File: config.mk
export PLATFORM = sky130hd
export DESIGN_NAME = xor_checked_frame_deframer
export DESIGN_NICKNAME = d
export VERILOG_FILES = /design/src/design/xcfd_pkg.sv /design/src/design/xcfd_parser.sv /design/src/design/xcfd_out_reg.sv /design/src/design/xor_checked_frame_deframer.sv
export SDC_FILE = /design/constraint.sdc
export NUM_CORES = 1
export LEC_CHECK = 0
export BUFFER_PORTS_ARGS = -buffer_cell sky130_fd_sc_hd__buf_2
export CAP_MARGIN = 20
export CORE_MARGIN = 5
export CORE_UTILIZATION = 57
export DETAILED_ROUTE_END_ITERATION = 8
export PLACE_DENSITY_LB_ADDON = 0.2
export SETUP_SLACK_MARGIN = 0.02
export SYNTH_ARGS = -nofsm -noshare
export SYNTH_HDL_FRONTEND = slang
export SYNTH_SLANG_ARGS = --single-unit
File: constraint.sdc
create_clock -name aclk -period 5.8 [get_ports aclk]
set_clock_uncertainty 0.2 [all_clocks]
set_input_delay 1.74 -clock aclk [delete_from_list [all_inputs] [get_ports aclk]]
set_output_delay 1.74 -clock aclk [all_outputs]
set_load 0.05 [all_outputs]
File: src/design/xcfd_pkg.sv
// ----------------------------------------------------------------------------
// xcfd_pkg
// Shared types and constants for the XOR-checked frame deframer.
// ----------------------------------------------------------------------------
package xcfd_pkg;

    localparam int BYTE_W      = 8;
    localparam int CFG_IDX_W   = 1;

    localparam logic [BYTE_W-1:0] HEADER_FIRST_RST  = 8'h80;
    localparam logic [BYTE_W-1:0] HEADER_SECOND_RST = 8'h81;

    typedef enum logic [CFG_IDX_W-1:0] {
        CFG_HEADER_FIRST  = 1'b0,
        CFG_HEADER_SECOND = 1'b1
    } cfg_idx_t;

    typedef enum logic [2:0] {
        PH_HDR1 = 3'd0,
        PH_HDR2 = 3'd1,
        PH_SRC  = 3'd2,
        PH_TYPE = 3'd3,
        PH_LEN  = 3'd4,
        PH_DATA = 3'd5,
        PH_SUM  = 3'd6
    } phase_t;

    typedef struct packed {
        logic [BYTE_W-1:0] source_id;
        logic [BYTE_W-1:0] message_type;
        logic [BYTE_W-1:0] payload_length;
        logic              payload_valid;
        logic [BYTE_W-1:0] payload_byte;
        logic [BYTE_W-1:0] byte_index;
        logic              frame_end;
        logic              checksum_good;
        logic              link_seen;
    } res_t;

endpackage

File: src/design/xcfd_parser.sv
// ----------------------------------------------------------------------------
// xcfd_parser
// Input register and frame parser: header hunt, field capture, running XOR.
// ----------------------------------------------------------------------------
module xcfd_parser
    import xcfd_pkg::*;
(
    input  logic              aclk,
    input  logic              aresetn,
    input  logic              s_valid,
    output logic              s_ready,
    input  logic [BYTE_W-1:0] s_rx_byte,
    input  logic [BYTE_W-1:0] header_first,
    input  logic [BYTE_W-1:0] header_second,
    input  logic              out_free,
    output logic              res_valid,
    output res_t              res
);

    logic              in_valid_reg;
    logic [BYTE_W-1:0] in_byte_reg;

    phase_t            phase_reg, phase_next;
    logic [BYTE_W-1:0] source_reg, source_next;
    logic [BYTE_W-1:0] type_reg, type_next;
    logic [BYTE_W-1:0] length_reg, length_next;
    logic [BYTE_W-1:0] count_reg, count_next;
    logic [BYTE_W-1:0] xor_reg, xor_next;
    logic              link_reg, link_next;

    logic              has_result;
    logic              advance;
    logic [BYTE_W:0]   count_inc;
    logic              good;

    assign has_result = (phase_reg == PH_DATA) || (phase_reg == PH_SUM);
    assign advance    = in_valid_reg && (!has_result || out_free);
    assign s_ready    = !in_valid_reg || advance;
    assign count_inc  = {1'b0, count_reg} + {{BYTE_W{1'b0}}, 1'b1};
    assign good       = (in_byte_reg == xor_reg);

    always_ff @(posedge aclk) begin
        if (!aresetn) begin
            in_valid_reg <= 1'b0;
        end else if (s_ready) begin
            in_valid_reg <= s_valid;
        end
        if (s_valid && s_ready) begin
            in_byte_reg <= s_rx_byte;
        end
    end

    always_comb begin
        phase_next = phase_reg;
        case (phase_reg)
            PH_HDR2: begin
                if (in_byte_reg == header_second) begin
                    phase_next = PH_SRC;
                end else if (in_byte_reg == header_first) begin
                    phase_next = PH_HDR2;
                end else begin
                    phase_next = PH_HDR1;
                end
            end
            PH_SRC:  phase_next = PH_TYPE;
            PH_TYPE: phase_next = PH_LEN;
            PH_LEN: begin
                phase_next = (in_byte_reg == '0) ? PH_SUM : PH_DATA;
            end
            PH_DATA: begin
                if (count_inc >= {1'b0, length_reg}) begin
                    phase_next = PH_SUM;
                end
            end
            PH_SUM:  phase_next = PH_HDR1;
            default: begin
                phase_next = (in_byte_reg == header_first) ? PH_HDR2 : PH_HDR1;
            end
        endcase
    end

    always_comb begin
        source_next = source_reg;
        type_next   = type_reg;
        length_next = length_reg;
        count_next  = count_reg;
        xor_next    = xor_reg;
        link_next   = link_reg;
        res_valid   = 1'b0;
        res         = '{source_id:      source_reg,
                        message_type:   type_reg,
                        payload_length: length_reg,
                        payload_valid:  1'b0,
                        payload_byte:   '0,
                        byte_index:     '0,
                        frame_end:      1'b0,
                        checksum_good:  1'b0,
                        link_seen:      link_reg};
        case (phase_reg)
            PH_HDR2: begin
                if (in_byte_reg == header_second) begin
                    xor_next = xor_reg ^ in_byte_reg;
                end else if (in_byte_reg == header_first) begin
                    xor_next = in_byte_reg;
                end
            end
            PH_SRC: begin
                source_next = in_byte_reg;
                xor_next    = xor_reg ^ in_byte_reg;
            end
            PH_TYPE: begin
                type_next = in_byte_reg;
                xor_next  = xor_reg ^ in_byte_reg;
            end
            PH_LEN: begin
                length_next = in_byte_reg;
                xor_next    = xor_reg ^ in_byte_reg;
                count_next  = '0;
            end
            PH_DATA: begin
                xor_next          = xor_reg ^ in_byte_reg;
                count_next        = count_inc[BYTE_W-1:0];
                res_valid         = advance;
                res.payload_valid = 1'b1;
                res.payload_byte  = in_byte_reg;
                res.byte_index    = count_reg;
            end
            PH_SUM: begin
                if (good) begin
                    link_next = 1'b1;
                end
                res_valid         = advance;
                res.frame_end     = 1'b1;
                res.checksum_good = good;
                res.link_seen     = link_reg | good;
            end
            default: begin
                if (in_byte_reg == header_first) begin
                    xor_next = in_byte_reg;
                end
            end
        endcase
    end

    always_ff @(posedge aclk) begin
        if (!aresetn) begin
            phase_reg  <= PH_HDR1;
            source_reg <= '0;
            type_reg   <= '0;
            length_reg <= '0;
            count_reg  <= '0;
            xor_reg    <= '0;
            link_reg   <= 1'b0;
        end else if (advance) begin
            phase_reg  <= phase_next;
            source_reg <= source_next;
            type_reg   <= type_next;
            length_reg <= length_next;
            count_reg  <= count_next;
            xor_reg    <= xor_next;
            link_reg   <= link_next;
        end
    end

`ifndef SYNTH
    a_sum_returns_to_hunt: assert property (@(posedge aclk) disable iff (!aresetn)
        advance && (phase_reg == PH_SUM) |=> phase_reg == PH_HDR1)
        else $error("phase did not return to hunt after checksum byte");

    a_link_sticky: assert property (@(posedge aclk) disable iff (!aresetn)
        link_reg |=> link_reg)
        else $error("link flag cleared without reset");

    a_result_only_when_free: assert property (@(posedge aclk) disable iff (!aresetn)
        res_valid |-> out_free && in_valid_reg)
        else $error("result produced while output register busy");

    a_count_within_length: assert property (@(posedge aclk) disable iff (!aresetn)
        (phase_reg == PH_DATA) |-> count_reg < length_reg)
        else $error("payload count reached length while in payload phase");
`endif

endmodule

File: src/design/xcfd_out_reg.sv
// ----------------------------------------------------------------------------
// xcfd_out_reg
// Result register holding one item until the downstream side takes it.
// ----------------------------------------------------------------------------
module xcfd_out_reg
    import xcfd_pkg::*;
(
    input  logic aclk,
    input  logic aresetn,
    input  logic res_valid,
    input  res_t res,
    output logic out_free,
    output logic m_valid,
    input  logic m_ready,
    output res_t m_res
);

    logic valid_reg;
    res_t data_reg;

    assign out_free = !valid_reg || m_ready;
    assign m_valid  = valid_reg;
    assign m_res    = data_reg;

    always_ff @(posedge aclk) begin
        if (!aresetn) begin
            valid_reg <= 1'b0;
        end else if (out_free) begin
            valid_reg <= res_valid;
        end
        if (res_valid && out_free) begin
            data_reg <= res;
        end
    end

`ifndef SYNTH
    a_no_overwrite: assert property (@(posedge aclk) disable iff (!aresetn)
        valid_reg && !m_ready |=> valid_reg && $stable(data_reg))
        else $error("held result lost or changed under backpressure");

    a_end_has_no_payload: assert property (@(posedge aclk) disable iff (!aresetn)
        valid_reg |-> !(data_reg.frame_end && data_reg.payload_valid))
        else $error("result flagged as both payload and frame end");

    a_good_only_on_end: assert property (@(posedge aclk) disable iff (!aresetn)
        valid_reg && data_reg.checksum_good |-> data_reg.frame_end && data_reg.link_seen)
        else $error("checksum good outside a closing item");
`endif

endmodule

File: src/design/xor_checked_frame_deframer.sv
// ----------------------------------------------------------------------------
// xor_checked_frame_deframer
// Byte-stream deframer for two-byte-header frames with an XOR checksum.
// ----------------------------------------------------------------------------
// Each received byte enters an input register and is then parsed by one pass
// of compare, XOR and phase logic into a result register, so the block takes
// one byte per clock cycle, unless a payload or checksum byte must wait for a
// held result to be taken. Header, source, type and length bytes give no
// result item; each payload byte gives one item, and the checksum byte gives
// one closing item with the checksum flag and the sticky link flag. The header
// bytes are set through the configuration port, which is always ready.
module xor_checked_frame_deframer
    import xcfd_pkg::*;
(
    input  logic                 aclk,
    input  logic                 aresetn,

    input  logic                 cfg_valid,
    output logic                 cfg_ready,
    input  logic [CFG_IDX_W-1:0] cfg_index,
    input  logic [BYTE_W-1:0]    cfg_data,

    input  logic                 s_valid,
    output logic                 s_ready,
    input  logic [BYTE_W-1:0]    s_rx_byte,

    output logic                 m_valid,
    input  logic                 m_ready,
    output logic [BYTE_W-1:0]    m_source_id,
    output logic [BYTE_W-1:0]    m_message_type,
    output logic [BYTE_W-1:0]    m_payload_length,
    output logic                 m_payload_valid,
    output logic [BYTE_W-1:0]    m_payload_byte,
    output logic [BYTE_W-1:0]    m_byte_index,
    output logic                 m_frame_end,
    output logic                 m_checksum_good,
    output logic                 m_link_seen
);

    logic [BYTE_W-1:0] header_first_reg;
    logic [BYTE_W-1:0] header_second_reg;
    logic              out_free;
    logic              res_valid;
    res_t              res;
    res_t              m_res;

    assign cfg_ready = 1'b1;

    always_ff @(posedge aclk) begin
        if (!aresetn) begin
            header_first_reg  <= HEADER_FIRST_RST;
            header_second_reg <= HEADER_SECOND_RST;
        end else if (cfg_valid && cfg_ready) begin
            case (cfg_idx_t'(cfg_index))
                CFG_HEADER_FIRST:  header_first_reg  <= cfg_data;
                CFG_HEADER_SECOND: header_second_reg <= cfg_data;
                default: ;
            endcase
        end
    end

    xcfd_parser u_parser (
        .aclk          (aclk),
        .aresetn       (aresetn),
        .s_valid       (s_valid),
        .s_ready       (s_ready),
        .s_rx_byte     (s_rx_byte),
        .header_first  (header_first_reg),
        .header_second (header_second_reg),
        .out_free      (out_free),
        .res_valid     (res_valid),
        .res           (res)
    );

    xcfd_out_reg u_out_reg (
        .aclk      (aclk),
        .aresetn   (aresetn),
        .res_valid (res_valid),
        .res       (res),
        .out_free  (out_free),
        .m_valid   (m_valid),
        .m_ready   (m_ready),
        .m_res     (m_res)
    );

    assign m_source_id      = m_res.source_id;
    assign m_message_type   = m_res.message_type;
    assign m_payload_length = m_res.payload_length;
    assign m_payload_valid  = m_res.payload_valid;
    assign m_payload_byte   = m_res.payload_byte;
    assign m_byte_index     = m_res.byte_index;
    assign m_frame_end      = m_res.frame_end;
    assign m_checksum_good  = m_res.checksum_good;
    assign m_link_seen      = m_res.link_seen;

endmodule
==> impl_summary.log <==
[metrics] Cells after DPL: 625
[metrics] remaining max-slew budget at the tightest pin: 0.342
[metrics] cells along the critical path: buf_2, nor2b_1, nand3_1, buf_2
[metrics] area share of the leading cell type in the synthesized netlist: 0.316
[metrics] Total Neg Setup Slack: 0 ns
[metrics] cells resized by post-CTS repair: 0
[metrics] arithmetic-cell share of the synthesized area counting full adders, half adders and majority gates: 0.0228
[metrics] effective utilization at floorplan: 0.576
[metrics] Routed wire per std cell: around 16 um
[metrics] DRC errors left: 0
[metrics] number of CTS-inserted buffers: 17
[metrics] Synth Cell Area: 0.00495 mm^2
[metrics] top-level port count: between 60 and 70
[metrics] CTS max path bufs: 2
[metrics] category of the critical setup timing path: in -> out
[metrics] number of design-rule violations left by the first detailed-router iteration: 203
[metrics] power per cell area: roughly 320 mW/mm^2
[metrics] CP dominant cell by count: sky130_fd_sc_hd__buf_2
[metrics] # nets final: around 570
[metrics] fraction of the cycle the final worst path needs: 0.746
[metrics] grt ovf: 0
[metrics] cell count after synthesis: 476
[metrics] complex-gate fraction of the synthesized area: 0.123
[metrics] area of the die: between 0.01 and 0.015 mm^2
[metrics] type of element capturing the critical path: output port
[metrics] total of buffers placed on input and output ports: 67
[metrics] CTS tree: yes
[metrics] Max Slew Vio Count: 0
[metrics] final worst setup slack: between 1 and 1.5 ns
[metrics] HPWL after detailed placement: 7080 um
[metrics] Reg area: about 0.0028 mm^2
[metrics] xor-xnor portion of the synthesized cell area: 0.0549
[metrics] final RePlAce weighted congestion: roughly 0.84
[metrics] element type at the critical path start: input pin
[metrics] final wirelength: about 11000 um
[metrics] P_leak: 0.00228 uW
[metrics] top cell family by delay on the critical path: buffers and inverters
[metrics] Post-CTS Hold Fix Bufs: 0
[metrics] maximum number of pins on one net before global-route repair: 44
[metrics] largest driver fanout on the critical path: 3
[metrics] leading cell types by count after synthesis: sky130_fd_sc_hd__nand2_1, sky130_fd_sc_hd__dfxtp_1, sky130_fd_sc_hd__edfxtp_1
[metrics] count of maximum capacitance violations: 0
[metrics] fin cells: 657
[metrics] count of clock tree sinks: 114
[metrics] multi-input gate area in the final layout: 0.00194 mm^2
[metrics] clock insertion delay at the later pin of the skew report: 0.51 ns
[metrics] share of post-route cells with drive strength above 1: 0.189
[metrics] Max Freq: between 200 and 250 MHz
[metrics] Largest register FFs: 44
[metrics] number of placement rows: 34
[metrics] run status: complete, no violations
[metrics] number of endpoints with negative hold slack in the final report: 0
[metrics] mux share of post-synthesis cell area: 0.0182
[metrics] total iterations of the first detailed-routing run: 5
[metrics] number of flops mapped to enable cells by yosys: between 50 and 60
[metrics] first-pass GRT wire length: 17600 um
[metrics] pre-CTS setup slack: about 1.5 ns
[metrics] class of the most critical hold timing path: reg -> reg
[metrics] Setup Viol. Count Final: 0
[metrics] Syn-to-layout area delta: 18.3%
[metrics] DIE WIDTH: 103 um
[metrics] unrepaired setup endpoints after global routing: false
[metrics] DR vias/cell: between 5 and 6
[metrics] area of the core: ~0.0086 mm^2
[metrics] cell with the most instances after synthesis: sky130_fd_sc_hd__nand2_1
[metrics] Worst Hold Margin: roughly 0.23 ns
[metrics] clock input transition at the sequential cells of the worst setup and hold paths: 0.06 ns
[metrics] synthesized-area fraction occupied by and/or/nand/nor cells: 0.169
[metrics] vias in the first global route: 3537
[metrics] Slowest-stage cell, CP: sky130_fd_sc_hd__buf_2
[metrics] Largest stage delay, worst path: 0.24 ns
[metrics] Vias: approximately 3700
[metrics] transition at the pin with the smallest max-transition slack: approximately 0.99 ns
[metrics] async set-or-reset flop fraction in the synthesized netlist: 0
[metrics] sequential cell area fraction in the yosys report: 0.567
[metrics] count of buffer and inverter cells on the critical path: 2
[metrics] data required time of the worst path: 3.86 ns
[metrics] count of fill cells added during filler insertion: 679
[metrics] number of antenna violations at the first check in global routing: 0
[metrics] post-detailed-route count of antenna-violating nets: 0
[metrics] aggregate global-route resource usage: 0.218
[metrics] htree depth: 4
[metrics] count of cell types in the netlist: 48
[metrics] flop and latch count out of synthesis: 114
[metrics] synthesized area per cell: 10.4 um^2
[metrics] Die Y-Extent: 103 um
[metrics] diode count: 0
[metrics] CTS Root Buffer Type: sky130_fd_sc_hd__clkbuf_8
[metrics] YS warnings: 0
[metrics] syn_nets: between 500 and 600
[metrics] IR Drop Worst-Case VDD: 0.260 mV
[metrics] data arrival at the endpoint of the critical path: approximately 2.4 ns
[metrics] top_reg_cell synth: sky130_fd_sc_hd__dfxtp_1
[metrics] ranking of synthesized cells by area: sky130_fd_sc_hd__edfxtp_1, sky130_fd_sc_hd__dfxtp_1, sky130_fd_sc_hd__nand2_1, sky130_fd_sc_hd__a21oi_1, sky130_fd_sc_hd__xor2_1
[metrics] # Post-CTS Setup Buffers: 0
[metrics] dominant combinational cell family by area after synthesis: simple AND/OR/NAND/NOR gates
[metrics] library cell occupying the most area in the post-synthesis netlist: sky130_fd_sc_hd__edfxtp_1
[metrics] clock period minus worst slack: about 4.3 ns
## worst paths after layout
kind	start	to	slack, ns	cells past startpoint
worst min-delay path	u_parser.source_reg[1]$_SDFFE_PN0P_	u_out_reg.m_res[37]$_DFFE_PP_	0.23	0
worst min register to register	u_parser.source_reg[1]$_SDFFE_PN0P_	u_out_reg.m_res[37]$_DFFE_PP_	0.23	0
worst max-delay path	m_ready	s_ready	1.47	4
worst max register to register	u_parser.count_reg[0]$_SDFFE_PN0P_	u_parser.phase_reg[1]$_SDFFE_PN0P_	2.99	9
## power by group
| part | switching [uW] | leakage (uW) | internal [uW] |
|---|---|---|---|
| sequential | 25.2 | 0.00103 | 846 |
| combinational | 34.8 | 0.000988 | 24.5 |
| clock | 353 | 0.000256 | 565 |
## per-layer routing
metal  up-vias  global-route usage  part of all wire
li1       1813                   -                 -
met1      1700               0.292              0.44
met2       155               0.341              0.47
met3        27              0.0487             0.074
met4         0              0.0976             0.022
met5         -                   0                 0
## stage by stage
stage                     instance area, um^2  utilization  total power [uW]
after floorplan                          4950            -               922
after global placement                   5320        0.619               944
after detailed placement                 5320        0.619               946
after CTS                                5850        0.681              1860
after global routing                     5850        0.681              1910
final                                    5850        0.681              1850
## worst reg2reg max path, delay by kind of cell, from the launching register on
| family | cells | cell delay, ns |
|---|---|---|
| compound gates | 5 | 1.16 |
| xor+xnor | 1 | 0.22 |
| fa+ha+maj | 1 | 0.28 |
| flops | 1 | 0.43 |
| simple gates | 2 | 0.46 |
## kinds of logic (layout without fill, tap and decap cells)
family,Yosys count,in the layout
compound gates,88,88
other cells,1,1
mux,9,9
flops,114,114
fa+ha+maj,9,9
buf+inv,52,125
simple gates,172,172
xor+xnor,31,31
## cells in the final DEF, fill, tap and decap left out, types with 8 or more instances in the layout
cell / count
sky130_fd_sc_hd__xnor2_1: 14
sky130_fd_sc_hd__o31ai_1: 8
sky130_fd_sc_hd__nor2b_1: 11
sky130_fd_sc_hd__ha_1: 9
sky130_fd_sc_hd__and2_1: 18
sky130_fd_sc_hd__edfxtp_1: 52
sky130_fd_sc_hd__dfxtp_1: 62
sky130_fd_sc_hd__xor2_1: 17
sky130_fd_sc_hd__mux2i_1: 9
sky130_fd_sc_hd__nor2_1: 26
sky130_fd_sc_hd__o311ai_0: 9
sky130_fd_sc_hd__a21oi_1: 32
sky130_fd_sc_hd__inv_1: 22
sky130_fd_sc_hd__and3_1: 11
sky130_fd_sc_hd__buf_2: 68
sky130_fd_sc_hd__clkbuf_16: 16
sky130_fd_sc_hd__nand2_1: 70
sky130_fd_sc_hd__nand3_1: 10
sky130_fd_sc_hd__o2111ai_1: 9
## final cells by class
cell class              count  share of cell area
repair buffers             71              0.0620
inverters                  22              0.0141
multi-input cells         310               0.331
clock buffers              19              0.0720
clock inverters            13              0.0190
well taps                 108              0.0231
flip-flops and latches    114               0.479
No activity file was read; power rests on OpenSTA's default activity.
